===== config.mk =====
export PLATFORM = sky130hd
export DESIGN_NAME = i2c_eeprom_access_sequencer
export DESIGN_NICKNAME = d
export VERILOG_FILES = /design/src/hw/rtl/i2cee_pkg.sv /design/src/hw/rtl/i2cee_in_stage.sv /design/src/hw/rtl/i2cee_ctrl.sv /design/src/hw/rtl/i2c_eeprom_access_sequencer.sv
export SDC_FILE = /design/constraint.sdc
export NUM_CORES = 1
export LEC_CHECK = 0
export ABC_CLOCK_PERIOD_IN_PS = 3600
export BUFFER_PORTS_ARGS = -buffer_cell sky130_fd_sc_hd__buf_2
export CAP_MARGIN = 20
export CORE_UTILIZATION = 45
export DETAILED_ROUTE_END_ITERATION = 8
export PLACE_DENSITY = 0.67
export SLEW_MARGIN = 25
export SYNTH_ARGS = -nofsm -noshare
export SYNTH_HDL_FRONTEND = slang
export SYNTH_SLANG_ARGS = --single-unit

===== constraint.sdc =====
create_clock -name clk -period 3.6 [get_ports clk]
set_input_delay 0.54 -clock clk [delete_from_list [all_inputs] [get_ports clk]]
set_output_delay 0.54 -clock clk [all_outputs]
set_load 0.05 [all_outputs]

===== src/hw/rtl/i2cee_pkg.sv =====
// ============================================================================
// i2cee_pkg
// Types and codes shared by the I2C EEPROM access sequencer modules.
// ============================================================================
package i2cee_pkg;

    // Actions carried by an input transfer.
    localparam logic [1:0] ACT_WRITE = 2'd0;
    localparam logic [1:0] ACT_READ  = 2'd1;
    localparam logic [1:0] ACT_EVENT = 2'd2;

    // Chip numbers that a request may select.
    localparam logic [1:0] CHIP_ONE = 2'd1;
    localparam logic [1:0] CHIP_TWO = 2'd2;

    // Configuration register indexes.
    localparam logic CFG_CHIP_ONE_PINS = 1'b0;
    localparam logic CFG_CHIP_TWO_PINS = 1'b1;

    // Reset values of the configuration registers.
    localparam logic [2:0] CHIP_ONE_PINS_RESET = 3'd2;
    localparam logic [2:0] CHIP_TWO_PINS_RESET = 3'd3;

    // Engine status codes, low three bits cleared.
    localparam logic [7:0] STATUS_MASK     = 8'hF8;
    localparam logic [7:0] ST_START        = 8'h08;
    localparam logic [7:0] ST_REP_START    = 8'h10;
    localparam logic [7:0] ST_SLAW_ACK     = 8'h18;
    localparam logic [7:0] ST_DATA_TX_ACK  = 8'h28;
    localparam logic [7:0] ST_SLAR_ACK     = 8'h40;
    localparam logic [7:0] ST_DATA_RX_NACK = 8'h58;

    // Slave address byte: device type code with the read flag in bit 0.
    localparam logic [7:0] SLA_BASE     = 8'hA0;
    localparam logic [7:0] SLA_READ_BIT = 8'h01;

    typedef enum logic [2:0] {
        CMD_NONE  = 3'd0,
        CMD_START = 3'd1,
        CMD_SEND  = 3'd2,
        CMD_RECV  = 3'd3,
        CMD_STOP  = 3'd4
    } cmd_t;

    typedef enum logic [2:0] {
        ERR_OK        = 3'd0,
        ERR_BAD_CHIP  = 3'd1,
        ERR_START     = 3'd2,
        ERR_ADDR_NACK = 3'd3,
        ERR_DATA_NACK = 3'd4,
        ERR_RESTART   = 3'd5,
        ERR_READ_SEL  = 3'd6,
        ERR_READ_DATA = 3'd7
    } err_t;

    typedef enum logic [3:0] {
        PH_IDLE    = 4'd0,
        PH_START   = 4'd1,
        PH_SLAW    = 4'd2,
        PH_ADDRH   = 4'd3,
        PH_ADDRL   = 4'd4,
        PH_DATA    = 4'd5,
        PH_RESTART = 4'd6,
        PH_SLAR    = 4'd7,
        PH_RX      = 4'd8
    } phase_t;

    typedef struct packed {
        logic [1:0]  action;
        logic [1:0]  chip;
        logic [15:0] mem_address;
        logic [7:0]  write_byte;
        logic [7:0]  bus_status;
        logic [7:0]  rx_byte;
    } item_t;

    typedef struct packed {
        cmd_t       command;
        logic [7:0] tx_byte;
        logic       done_res;
        err_t       error_code;
        logic [7:0] read_byte;
    } result_t;

endpackage


===== src/hw/rtl/i2cee_in_stage.sv =====
// ============================================================================
// i2cee_in_stage
// Input register: holds one accepted transfer until the sequencer takes it.
// ============================================================================
module i2cee_in_stage (
    input  logic               clk,
    input  logic               rst_n,
    input  logic               in_valid,
    output logic               in_stall,
    input  i2cee_pkg::item_t   item,
    input  logic               take,
    output logic               held_valid,
    output i2cee_pkg::item_t   held_item
);

    logic             valid_reg;
    logic             valid_next;
    i2cee_pkg::item_t item_reg;
    logic             accept;

    // The register frees up in the same cycle that its contents are taken.
    assign in_stall   = valid_reg && !take;
    assign accept     = in_valid && !in_stall;
    assign held_valid = valid_reg;
    assign held_item  = item_reg;

    always_comb
    begin
        valid_next = valid_reg;
        if (accept)
        begin
            valid_next = 1'b1;
        end
        else if (take)
        begin
            valid_next = 1'b0;
        end
    end

    always_ff @(posedge clk or negedge rst_n)
    begin
        if (!rst_n)
        begin
            valid_reg <= 1'b0;
        end
        else
        begin
            valid_reg <= valid_next;
        end
    end

    always_ff @(posedge clk)
    begin
        if (accept)
        begin
            item_reg <= item;
        end
    end

endmodule


===== src/hw/rtl/i2cee_ctrl.sv =====
// ============================================================================
// i2cee_ctrl
// Transaction state machine: checks each engine status and picks the next
// engine command, one input transfer per cycle in which fire is high.
// ============================================================================
module i2cee_ctrl (
    input  logic               clk,
    input  logic               rst_n,
    input  logic               fire,
    input  i2cee_pkg::item_t   item,
    input  logic [2:0]         chip_one_pins,
    input  logic [2:0]         chip_two_pins,
    output logic               res_valid,
    output i2cee_pkg::result_t res
);

    i2cee_pkg::phase_t phase_reg;
    i2cee_pkg::phase_t phase_next;
    logic              is_read_reg;
    logic              is_read_next;
    logic [2:0]        pins_reg;
    logic [2:0]        pins_next;
    logic [15:0]       address_reg;
    logic [15:0]       address_next;
    logic [7:0]        data_reg;
    logic [7:0]        data_next;

    logic              is_request;
    logic              is_event;
    logic              chip_ok;
    logic [2:0]        chip_pins;
    logic [7:0]        st;
    logic [7:0]        sla_w;

    assign is_request = (item.action == i2cee_pkg::ACT_WRITE)
                     || (item.action == i2cee_pkg::ACT_READ);
    assign is_event   = (item.action == i2cee_pkg::ACT_EVENT);
    assign chip_ok    = (item.chip == i2cee_pkg::CHIP_ONE)
                     || (item.chip == i2cee_pkg::CHIP_TWO);
    assign chip_pins  = (item.chip == i2cee_pkg::CHIP_ONE) ? chip_one_pins : chip_two_pins;
    assign st         = item.bus_status & i2cee_pkg::STATUS_MASK;
    assign sla_w      = i2cee_pkg::SLA_BASE | {4'b0000, pins_reg, 1'b0};

    // Next state.
    always_comb
    begin
        phase_next   = phase_reg;
        is_read_next = is_read_reg;
        pins_next    = pins_reg;
        address_next = address_reg;
        data_next    = data_reg;
        if (fire && is_request)
        begin
            if (phase_reg == i2cee_pkg::PH_IDLE && chip_ok)
            begin
                phase_next   = i2cee_pkg::PH_START;
                is_read_next = (item.action == i2cee_pkg::ACT_READ);
                pins_next    = chip_pins;
                address_next = item.mem_address;
                data_next    = item.write_byte;
            end
        end
        else if (fire && is_event)
        begin
            unique case (phase_reg)
                i2cee_pkg::PH_IDLE:
                begin
                    phase_next = i2cee_pkg::PH_IDLE;
                end
                i2cee_pkg::PH_START:
                begin
                    phase_next = (st == i2cee_pkg::ST_START || st == i2cee_pkg::ST_REP_START)
                               ? i2cee_pkg::PH_SLAW : i2cee_pkg::PH_IDLE;
                end
                i2cee_pkg::PH_SLAW:
                begin
                    // A NACK on the slave address retries the start.
                    phase_next = (st == i2cee_pkg::ST_SLAW_ACK)
                               ? i2cee_pkg::PH_ADDRH : i2cee_pkg::PH_START;
                end
                i2cee_pkg::PH_ADDRH:
                begin
                    phase_next = (st == i2cee_pkg::ST_DATA_TX_ACK)
                               ? i2cee_pkg::PH_ADDRL : i2cee_pkg::PH_IDLE;
                end
                i2cee_pkg::PH_ADDRL:
                begin
                    if (st != i2cee_pkg::ST_DATA_TX_ACK)
                    begin
                        phase_next = i2cee_pkg::PH_IDLE;
                    end
                    else if (is_read_reg)
                    begin
                        phase_next = i2cee_pkg::PH_RESTART;
                    end
                    else
                    begin
                        phase_next = i2cee_pkg::PH_DATA;
                    end
                end
                i2cee_pkg::PH_RESTART:
                begin
                    phase_next = (st == i2cee_pkg::ST_REP_START)
                               ? i2cee_pkg::PH_SLAR : i2cee_pkg::PH_IDLE;
                end
                i2cee_pkg::PH_SLAR:
                begin
                    phase_next = (st == i2cee_pkg::ST_SLAR_ACK)
                               ? i2cee_pkg::PH_RX : i2cee_pkg::PH_IDLE;
                end
                default:
                begin
                    phase_next = i2cee_pkg::PH_IDLE;
                end
            endcase
        end
    end

    // Result of the current transfer.
    always_comb
    begin
        res_valid      = 1'b0;
        res.command    = i2cee_pkg::CMD_NONE;
        res.tx_byte    = 8'h00;
        res.done_res   = 1'b0;
        res.error_code = i2cee_pkg::ERR_OK;
        res.read_byte  = 8'h00;
        if (is_request)
        begin
            if (phase_reg == i2cee_pkg::PH_IDLE)
            begin
                res_valid = 1'b1;
                if (chip_ok)
                begin
                    res.command = i2cee_pkg::CMD_START;
                end
                else
                begin
                    res.done_res   = 1'b1;
                    res.error_code = i2cee_pkg::ERR_BAD_CHIP;
                end
            end
        end
        else if (is_event)
        begin
            unique case (phase_reg)
                i2cee_pkg::PH_IDLE:
                begin
                    res_valid = 1'b0;
                end
                i2cee_pkg::PH_START:
                begin
                    res_valid = 1'b1;
                    if (st == i2cee_pkg::ST_START || st == i2cee_pkg::ST_REP_START)
                    begin
                        res.command = i2cee_pkg::CMD_SEND;
                        res.tx_byte = sla_w;
                    end
                    else
                    begin
                        res.done_res   = 1'b1;
                        res.error_code = i2cee_pkg::ERR_START;
                    end
                end
                i2cee_pkg::PH_SLAW:
                begin
                    res_valid = 1'b1;
                    if (st == i2cee_pkg::ST_SLAW_ACK)
                    begin
                        res.command = i2cee_pkg::CMD_SEND;
                        res.tx_byte = address_reg[15:8];
                    end
                    else
                    begin
                        res.command = i2cee_pkg::CMD_START;
                    end
                end
                i2cee_pkg::PH_ADDRH:
                begin
                    res_valid = 1'b1;
                    if (st == i2cee_pkg::ST_DATA_TX_ACK)
                    begin
                        res.command = i2cee_pkg::CMD_SEND;
                        res.tx_byte = address_reg[7:0];
                    end
                    else
                    begin
                        res.done_res   = 1'b1;
                        res.error_code = i2cee_pkg::ERR_ADDR_NACK;
                    end
                end
                i2cee_pkg::PH_ADDRL:
                begin
                    res_valid = 1'b1;
                    if (st != i2cee_pkg::ST_DATA_TX_ACK)
                    begin
                        res.done_res   = 1'b1;
                        res.error_code = i2cee_pkg::ERR_ADDR_NACK;
                    end
                    else if (is_read_reg)
                    begin
                        res.command = i2cee_pkg::CMD_START;
                    end
                    else
                    begin
                        res.command = i2cee_pkg::CMD_SEND;
                        res.tx_byte = data_reg;
                    end
                end
                i2cee_pkg::PH_DATA:
                begin
                    res_valid    = 1'b1;
                    res.done_res = 1'b1;
                    if (st == i2cee_pkg::ST_DATA_TX_ACK)
                    begin
                        res.command = i2cee_pkg::CMD_STOP;
                    end
                    else
                    begin
                        res.error_code = i2cee_pkg::ERR_DATA_NACK;
                    end
                end
                i2cee_pkg::PH_RESTART:
                begin
                    res_valid = 1'b1;
                    if (st == i2cee_pkg::ST_REP_START)
                    begin
                        res.command = i2cee_pkg::CMD_SEND;
                        res.tx_byte = sla_w | i2cee_pkg::SLA_READ_BIT;
                    end
                    else
                    begin
                        res.done_res   = 1'b1;
                        res.error_code = i2cee_pkg::ERR_RESTART;
                    end
                end
                i2cee_pkg::PH_SLAR:
                begin
                    res_valid = 1'b1;
                    if (st == i2cee_pkg::ST_SLAR_ACK)
                    begin
                        res.command = i2cee_pkg::CMD_RECV;
                    end
                    else
                    begin
                        res.done_res   = 1'b1;
                        res.error_code = i2cee_pkg::ERR_READ_SEL;
                    end
                end
                i2cee_pkg::PH_RX:
                begin
                    res_valid    = 1'b1;
                    res.done_res = 1'b1;
                    if (st == i2cee_pkg::ST_DATA_RX_NACK)
                    begin
                        res.command   = i2cee_pkg::CMD_STOP;
                        res.read_byte = item.rx_byte;
                    end
                    else
                    begin
                        res.error_code = i2cee_pkg::ERR_READ_DATA;
                    end
                end
                default:
                begin
                    res_valid = 1'b0;
                end
            endcase
        end
    end

    always_ff @(posedge clk or negedge rst_n)
    begin
        if (!rst_n)
        begin
            phase_reg   <= i2cee_pkg::PH_IDLE;
            is_read_reg <= 1'b0;
            pins_reg    <= 3'd0;
            address_reg <= 16'h0000;
            data_reg    <= 8'h00;
        end
        else
        begin
            phase_reg   <= phase_next;
            is_read_reg <= is_read_next;
            pins_reg    <= pins_next;
            address_reg <= address_next;
            data_reg    <= data_next;
        end
    end

`ifndef SYNTHESIS
    // A request taken while idle with a valid chip always moves to the start phase.
    assert property (@(posedge clk) disable iff (!rst_n)
        fire && is_request && chip_ok && phase_reg == i2cee_pkg::PH_IDLE
        |=> phase_reg == i2cee_pkg::PH_START)
        else $error("request did not open a transaction");

    // Every finished operation leaves the state machine idle.
    assert property (@(posedge clk) disable iff (!rst_n)
        fire && res_valid && res.done_res |=> phase_reg == i2cee_pkg::PH_IDLE)
        else $error("state machine busy after a finished operation");

    // A request while busy leaves the transaction untouched.
    assert property (@(posedge clk) disable iff (!rst_n)
        fire && is_request && phase_reg != i2cee_pkg::PH_IDLE
        |=> $stable(phase_reg) && $stable(address_reg))
        else $error("request disturbed a running transaction");
`endif

endmodule


===== src/hw/rtl/i2c_eeprom_access_sequencer.sv =====
// ============================================================================
// i2c_eeprom_access_sequencer
// Master-side sequencer for one-byte random writes and reads on a
// two-byte-addressed I2C EEPROM, driving a byte-level I2C engine.
// ============================================================================
// The block takes one input transfer in every cycle while the output is not
// stalled, and answers it with at most one command transfer. An input passes
// through an input register, the state machine logic and an output register.
// The state machine handles each transfer as it fires, so the block can take
// a new transfer before the last result has left the output register. While
// the output register holds a result that is stalled, the input register
// keeps one more transfer. The chip pin registers are written through the
// configuration port and should only change while no transaction is running.
module i2c_eeprom_access_sequencer (
    input  logic        clk,
    input  logic        rst_n,
    input  logic        cfg_wr_en,
    input  logic        cfg_index,
    input  logic [2:0]  cfg_data,
    input  logic        in_valid,
    output logic        in_stall,
    input  logic [1:0]  action,
    input  logic [1:0]  chip,
    input  logic [15:0] mem_address,
    input  logic [7:0]  write_byte,
    input  logic [7:0]  bus_status,
    input  logic [7:0]  rx_byte,
    output logic        out_valid,
    input  logic        out_stall,
    output logic [2:0]  command,
    output logic [7:0]  tx_byte,
    output logic        done_res,
    output logic [2:0]  error_code,
    output logic [7:0]  read_byte
);

    logic [2:0]         chip_one_pins_reg;
    logic [2:0]         chip_two_pins_reg;
    i2cee_pkg::item_t   in_item;
    i2cee_pkg::item_t   held_item;
    logic               held_valid;
    logic               fire;
    logic               res_valid;
    i2cee_pkg::result_t res;
    logic               out_valid_reg;
    logic               out_valid_next;
    i2cee_pkg::result_t out_reg;

    assign in_item.action      = action;
    assign in_item.chip        = chip;
    assign in_item.mem_address = mem_address;
    assign in_item.write_byte  = write_byte;
    assign in_item.bus_status  = bus_status;
    assign in_item.rx_byte     = rx_byte;

    // The held transfer is processed once the output register has room.
    assign fire = held_valid && (!out_valid_reg || !out_stall);

    always_ff @(posedge clk or negedge rst_n)
    begin
        if (!rst_n)
        begin
            chip_one_pins_reg <= i2cee_pkg::CHIP_ONE_PINS_RESET;
            chip_two_pins_reg <= i2cee_pkg::CHIP_TWO_PINS_RESET;
        end
        else if (cfg_wr_en)
        begin
            if (cfg_index == i2cee_pkg::CFG_CHIP_ONE_PINS)
            begin
                chip_one_pins_reg <= cfg_data;
            end
            else
            begin
                chip_two_pins_reg <= cfg_data;
            end
        end
    end

    i2cee_in_stage u_in_stage (
        .clk        (clk),
        .rst_n      (rst_n),
        .in_valid   (in_valid),
        .in_stall   (in_stall),
        .item       (in_item),
        .take       (fire),
        .held_valid (held_valid),
        .held_item  (held_item)
    );

    i2cee_ctrl u_ctrl (
        .clk           (clk),
        .rst_n         (rst_n),
        .fire          (fire),
        .item          (held_item),
        .chip_one_pins (chip_one_pins_reg),
        .chip_two_pins (chip_two_pins_reg),
        .res_valid     (res_valid),
        .res           (res)
    );

    always_comb
    begin
        out_valid_next = out_valid_reg;
        if (fire)
        begin
            out_valid_next = res_valid;
        end
        else if (out_valid_reg && !out_stall)
        begin
            out_valid_next = 1'b0;
        end
    end

    always_ff @(posedge clk or negedge rst_n)
    begin
        if (!rst_n)
        begin
            out_valid_reg <= 1'b0;
        end
        else
        begin
            out_valid_reg <= out_valid_next;
        end
    end

    always_ff @(posedge clk)
    begin
        if (fire && res_valid)
        begin
            out_reg <= res;
        end
    end

    assign out_valid  = out_valid_reg;
    assign command    = out_reg.command;
    assign tx_byte    = out_reg.tx_byte;
    assign done_res   = out_reg.done_res;
    assign error_code = out_reg.error_code;
    assign read_byte  = out_reg.read_byte;

`ifndef SYNTHESIS
    // A finished operation ends either with a stop or with no command at all.
    assert property (@(posedge clk) disable iff (!rst_n)
        out_valid && done_res
        |-> command == i2cee_pkg::CMD_STOP || command == i2cee_pkg::CMD_NONE)
        else $error("finished operation carries a bus command");

    // An error is only reported on a finished operation, without a command.
    assert property (@(posedge clk) disable iff (!rst_n)
        out_valid && error_code != i2cee_pkg::ERR_OK
        |-> done_res && command == i2cee_pkg::CMD_NONE)
        else $error("error reported on an unfinished operation");

    // A byte to send only accompanies a send command.
    assert property (@(posedge clk) disable iff (!rst_n)
        out_valid && tx_byte != 8'h00 |-> command == i2cee_pkg::CMD_SEND)
        else $error("transmit byte without a send command");

    // A held result that is stalled blocks the state machine.
    assert property (@(posedge clk) disable iff (!rst_n)
        out_valid_reg && out_stall |-> !fire)
        else $error("state machine stepped over a stalled result");
`endif

endmodule


==> flow_summary.ini <==
[placement]
routabilityCongestion = 0.788
port_buffers = 74
hpwlAfterDp_mm = 5.28

[timing]
relSlewSlack_pct = 34.7
fin_crit_sh_pct = 75.2
finalHoldViolCount = 0
tns_ns = 0
fin_crit_ns = 2.71
max_slew.worst_pin.slew_ns = 0.972
slew_violations = 0
fin_worst_skew_ns = 0.0118
rsz0062_at_grt = false
finalSetupViolCount = 0
max_freq_ghz = 0.369

[finish]
syn_to_final_growth_pct = 15.5
seq_area_um2 = 2930
drive_gt1_share_pct = 34.5
final_nets = 429
antennaDiodeCount = 0
multi_input_area_um2 = 1340
fillers = 799
largest_register_ffs = 41

[floorplan]
dieWidth_um = 100
dieHeight_um = 100
start_util_pct = 46.8
io_pins = 78
core_um2 = 9330
die_area_um2 = 10100
fp-row-count = 35

[synthesis]
synthSimpleGateAreaFrac_pct = 10.7
synthTopCellsByArea = edfxtp_1 (44%), dfrtp_1 (21%), mux2_4 (6.9%), a21oi_1 (2.1%), mux2_2 (2.1%)
ys_seq_area_share_pct = 67.1
synth.net_count = 353
post-synth-top-count-cell = edfxtp_1
muxShareOfSynthArea_pct = 10.9
synth_fa_ha_area_share_pct = 0.287
synth-xor-area-share_pct = 0.201
synthArstFlopShare_pct = 38.5
syn-cell-area_um2 = 4360
synth_top_family_by_area = multiplexers
ys_seq_elements = 104
synth_ff_type = edfxtp_1
yosysTopAreaCell = edfxtp_1
synth_cell_type_count = 51
synth-edff-count = 64
yosysWarnings = 0
synth_area_per_cell_um2 = 14.6
synth_top_cell_area_share_pct = 44.0
synthCells = 299
synthTopCellsByCount = edfxtp_1 (64), dfrtp_1 (37), nand2_1 (21)
synth_compound_area_share_pct = 8.55

[detailed_routing]
post_drt_wl_per_cell_um = 15.0
vias = 2635
ant_nets = 0
drcViolationCount = 0
drt-initial-drc-count = 184
drt-total-wl_mm = 7.62
viasPerCell = 5.18
dr.pass1.iters = 4

[global_route]
met3_usage_pct = 4.02
grt_pass1_wl_mm = 12.5
grt.busiest_layer = met2
grt-ovfl-total = 0
grt_max_degree = 42
grt_use_met1_pct = 21.2
use_met2_pct = 27.2
antenna_found_initial = 0
track_usage_pct = 16.4
grt_pass1_vias = 2555

[clocking]
clock_latency_ns = 0.36
cts_tree = built
cts_resized = 0
numCtsBuffers = 9
root_buffer = clkbuf_8
ctsLongestPathBuffers = 2
htree_levels = 3
path_clk_slew_ns = 0.10
cts_sinks = 104
post-cts-setup-buffers = 0
cts_hold_buf = 0

[min_path]
hp-class = input pin to asynchronous set/reset pin

[power_and_ir_drop]
p_leak_nw = 2.00
irDropWorstVdd_v = 0.000414
internal_power_mw = 2.15
seq_power_share_pct = 56.1
p_switching_uw = 855
p_clk_share_pct = 23.2
finalPower_mw = 3.00
comb_power_share_pct = 20.7
p_per_area_nw_per_um2 = 596
switching_share_pct = 28.5

[setup_path]
arrival_ns = 2.76
endpoint_kind = flip-flop
setup.worst_path.class = flip-flop to flip-flop
critPathLaunchType = flip-flop
crit_fanout = 15
regToRegSetupSlack_ns = 0.89
r2r_cells = 6
required_ns = 3.65

[run_status]
outcome = complete, no violations

[flow_run]
drv_cap = 0
-- kinds of logic (layout without fill, tap and decap cells) --
group | Yosys count | after routing
flops | 104 | 104
simple gates | 85 | 85
compound gates | 56 | 56
mux | 36 | 36
buf+inv | 16 | 97
fa+ha+maj | 1 | 1
xor+xnor | 1 | 1
-- power groups by stage --
| stage | Clock (mW) | Sequential [mW] | Combinational, mW |
|---|---|---|---|
| finish | 0.696 | 1.68 | 0.622 |
| global route | 0.758 | 1.72 | 0.676 |
| CTS | 0.716 | 1.69 | 0.625 |
| detailed placement | 0 | 1.71 | 0.624 |
| global placement | 0 | 1.70 | 0.610 |
| floorplan | 0 | 1.77 | 0.399 |
-- layer usage --
layer | wire, µm | vias up
li1 | - | 1274
met2 | 3720 | 93
met4 | 102 | 0
met5 | 0 | -
met1 | 3390 | 1257
met3 | 415 | 11
-- area by class of cell --
| class | instances | share of cell area [%] |
|---|---|---|
| Clock buffer | 12 | 3.28 |
| Tap cell | 129 | 3.20 |
| Sequential cell | 104 | 58.1 |
| Clock inverter | 4 | 0.621 |
| Timing Repair Buffer | 76 | 7.89 |
| Inverter | 5 | 0.372 |
| Multi-Input combinational cell | 179 | 26.6 |
-- worst paths after layout --
check / from / to
setup / recovery: u_ctrl.phase_reg[1] / command[0]
hold / removal: rst_n / out_valid
setup reg to reg: u_ctrl.phase_reg[1] / command[0]
hold reg to reg: u_in_stage.held_item[22] / u_ctrl.data_reg[6]
max in group asynchronous: rst_n / chip_two_pins_reg[2]
min in group clk: mem_address[7] / u_in_stage.held_item[31]
-- critical path, stage by stage, from the launching register on --
cell,delay [ns]
dfrtp_1,0.58
or3_4,0.48
nor2_1,0.10
a21oi_1,0.04
o21ai_0,0.29
nor2b_2,0.57
buf_4,0.33
-- stage by stage --
| stage | utilization [%] | cell area (µm²) | setup slack (ns) | hold WS (ns) | instances |
|---|---|---|---|---|---|
| 6_report | 54.0 | 5040 | 0.891 | 0.289 | 509 |
| 5_1_grt | 54.0 | 5040 | 0.696 | 0.319 | 509 |
| 4_1_cts | 53.8 | 5020 | 0.860 | 0.308 | 508 |
| 3_5_place_dp | 51.7 | 4820 | 0.867 | 0.457 | 492 |
| 3_3_place_gp | 51.7 | 4820 | 0.928 | 0.448 | 492 |
| 2_1_floorplan | - | 4360 | 0.938 | 0.244 | 299 |
-- cells in the final DEF (no fill, tap or decap), types with 6 or more instances in the layout --
cell      synthesis  layout
nand3_1           7       7
a21oi_1          18      18
buf_2             0      74
nor2b_1           7       6
edfxtp_1         64      64
and2_1           10       9
nand2_1          21      21
mux2_2            8       8
nor2_1           14      14
dfrtp_1          37      37
clkbuf_8          0      12
o21ai_0          10      10
mux2_4           20      20
No activity file was read; power rests on OpenSTA's default activity.
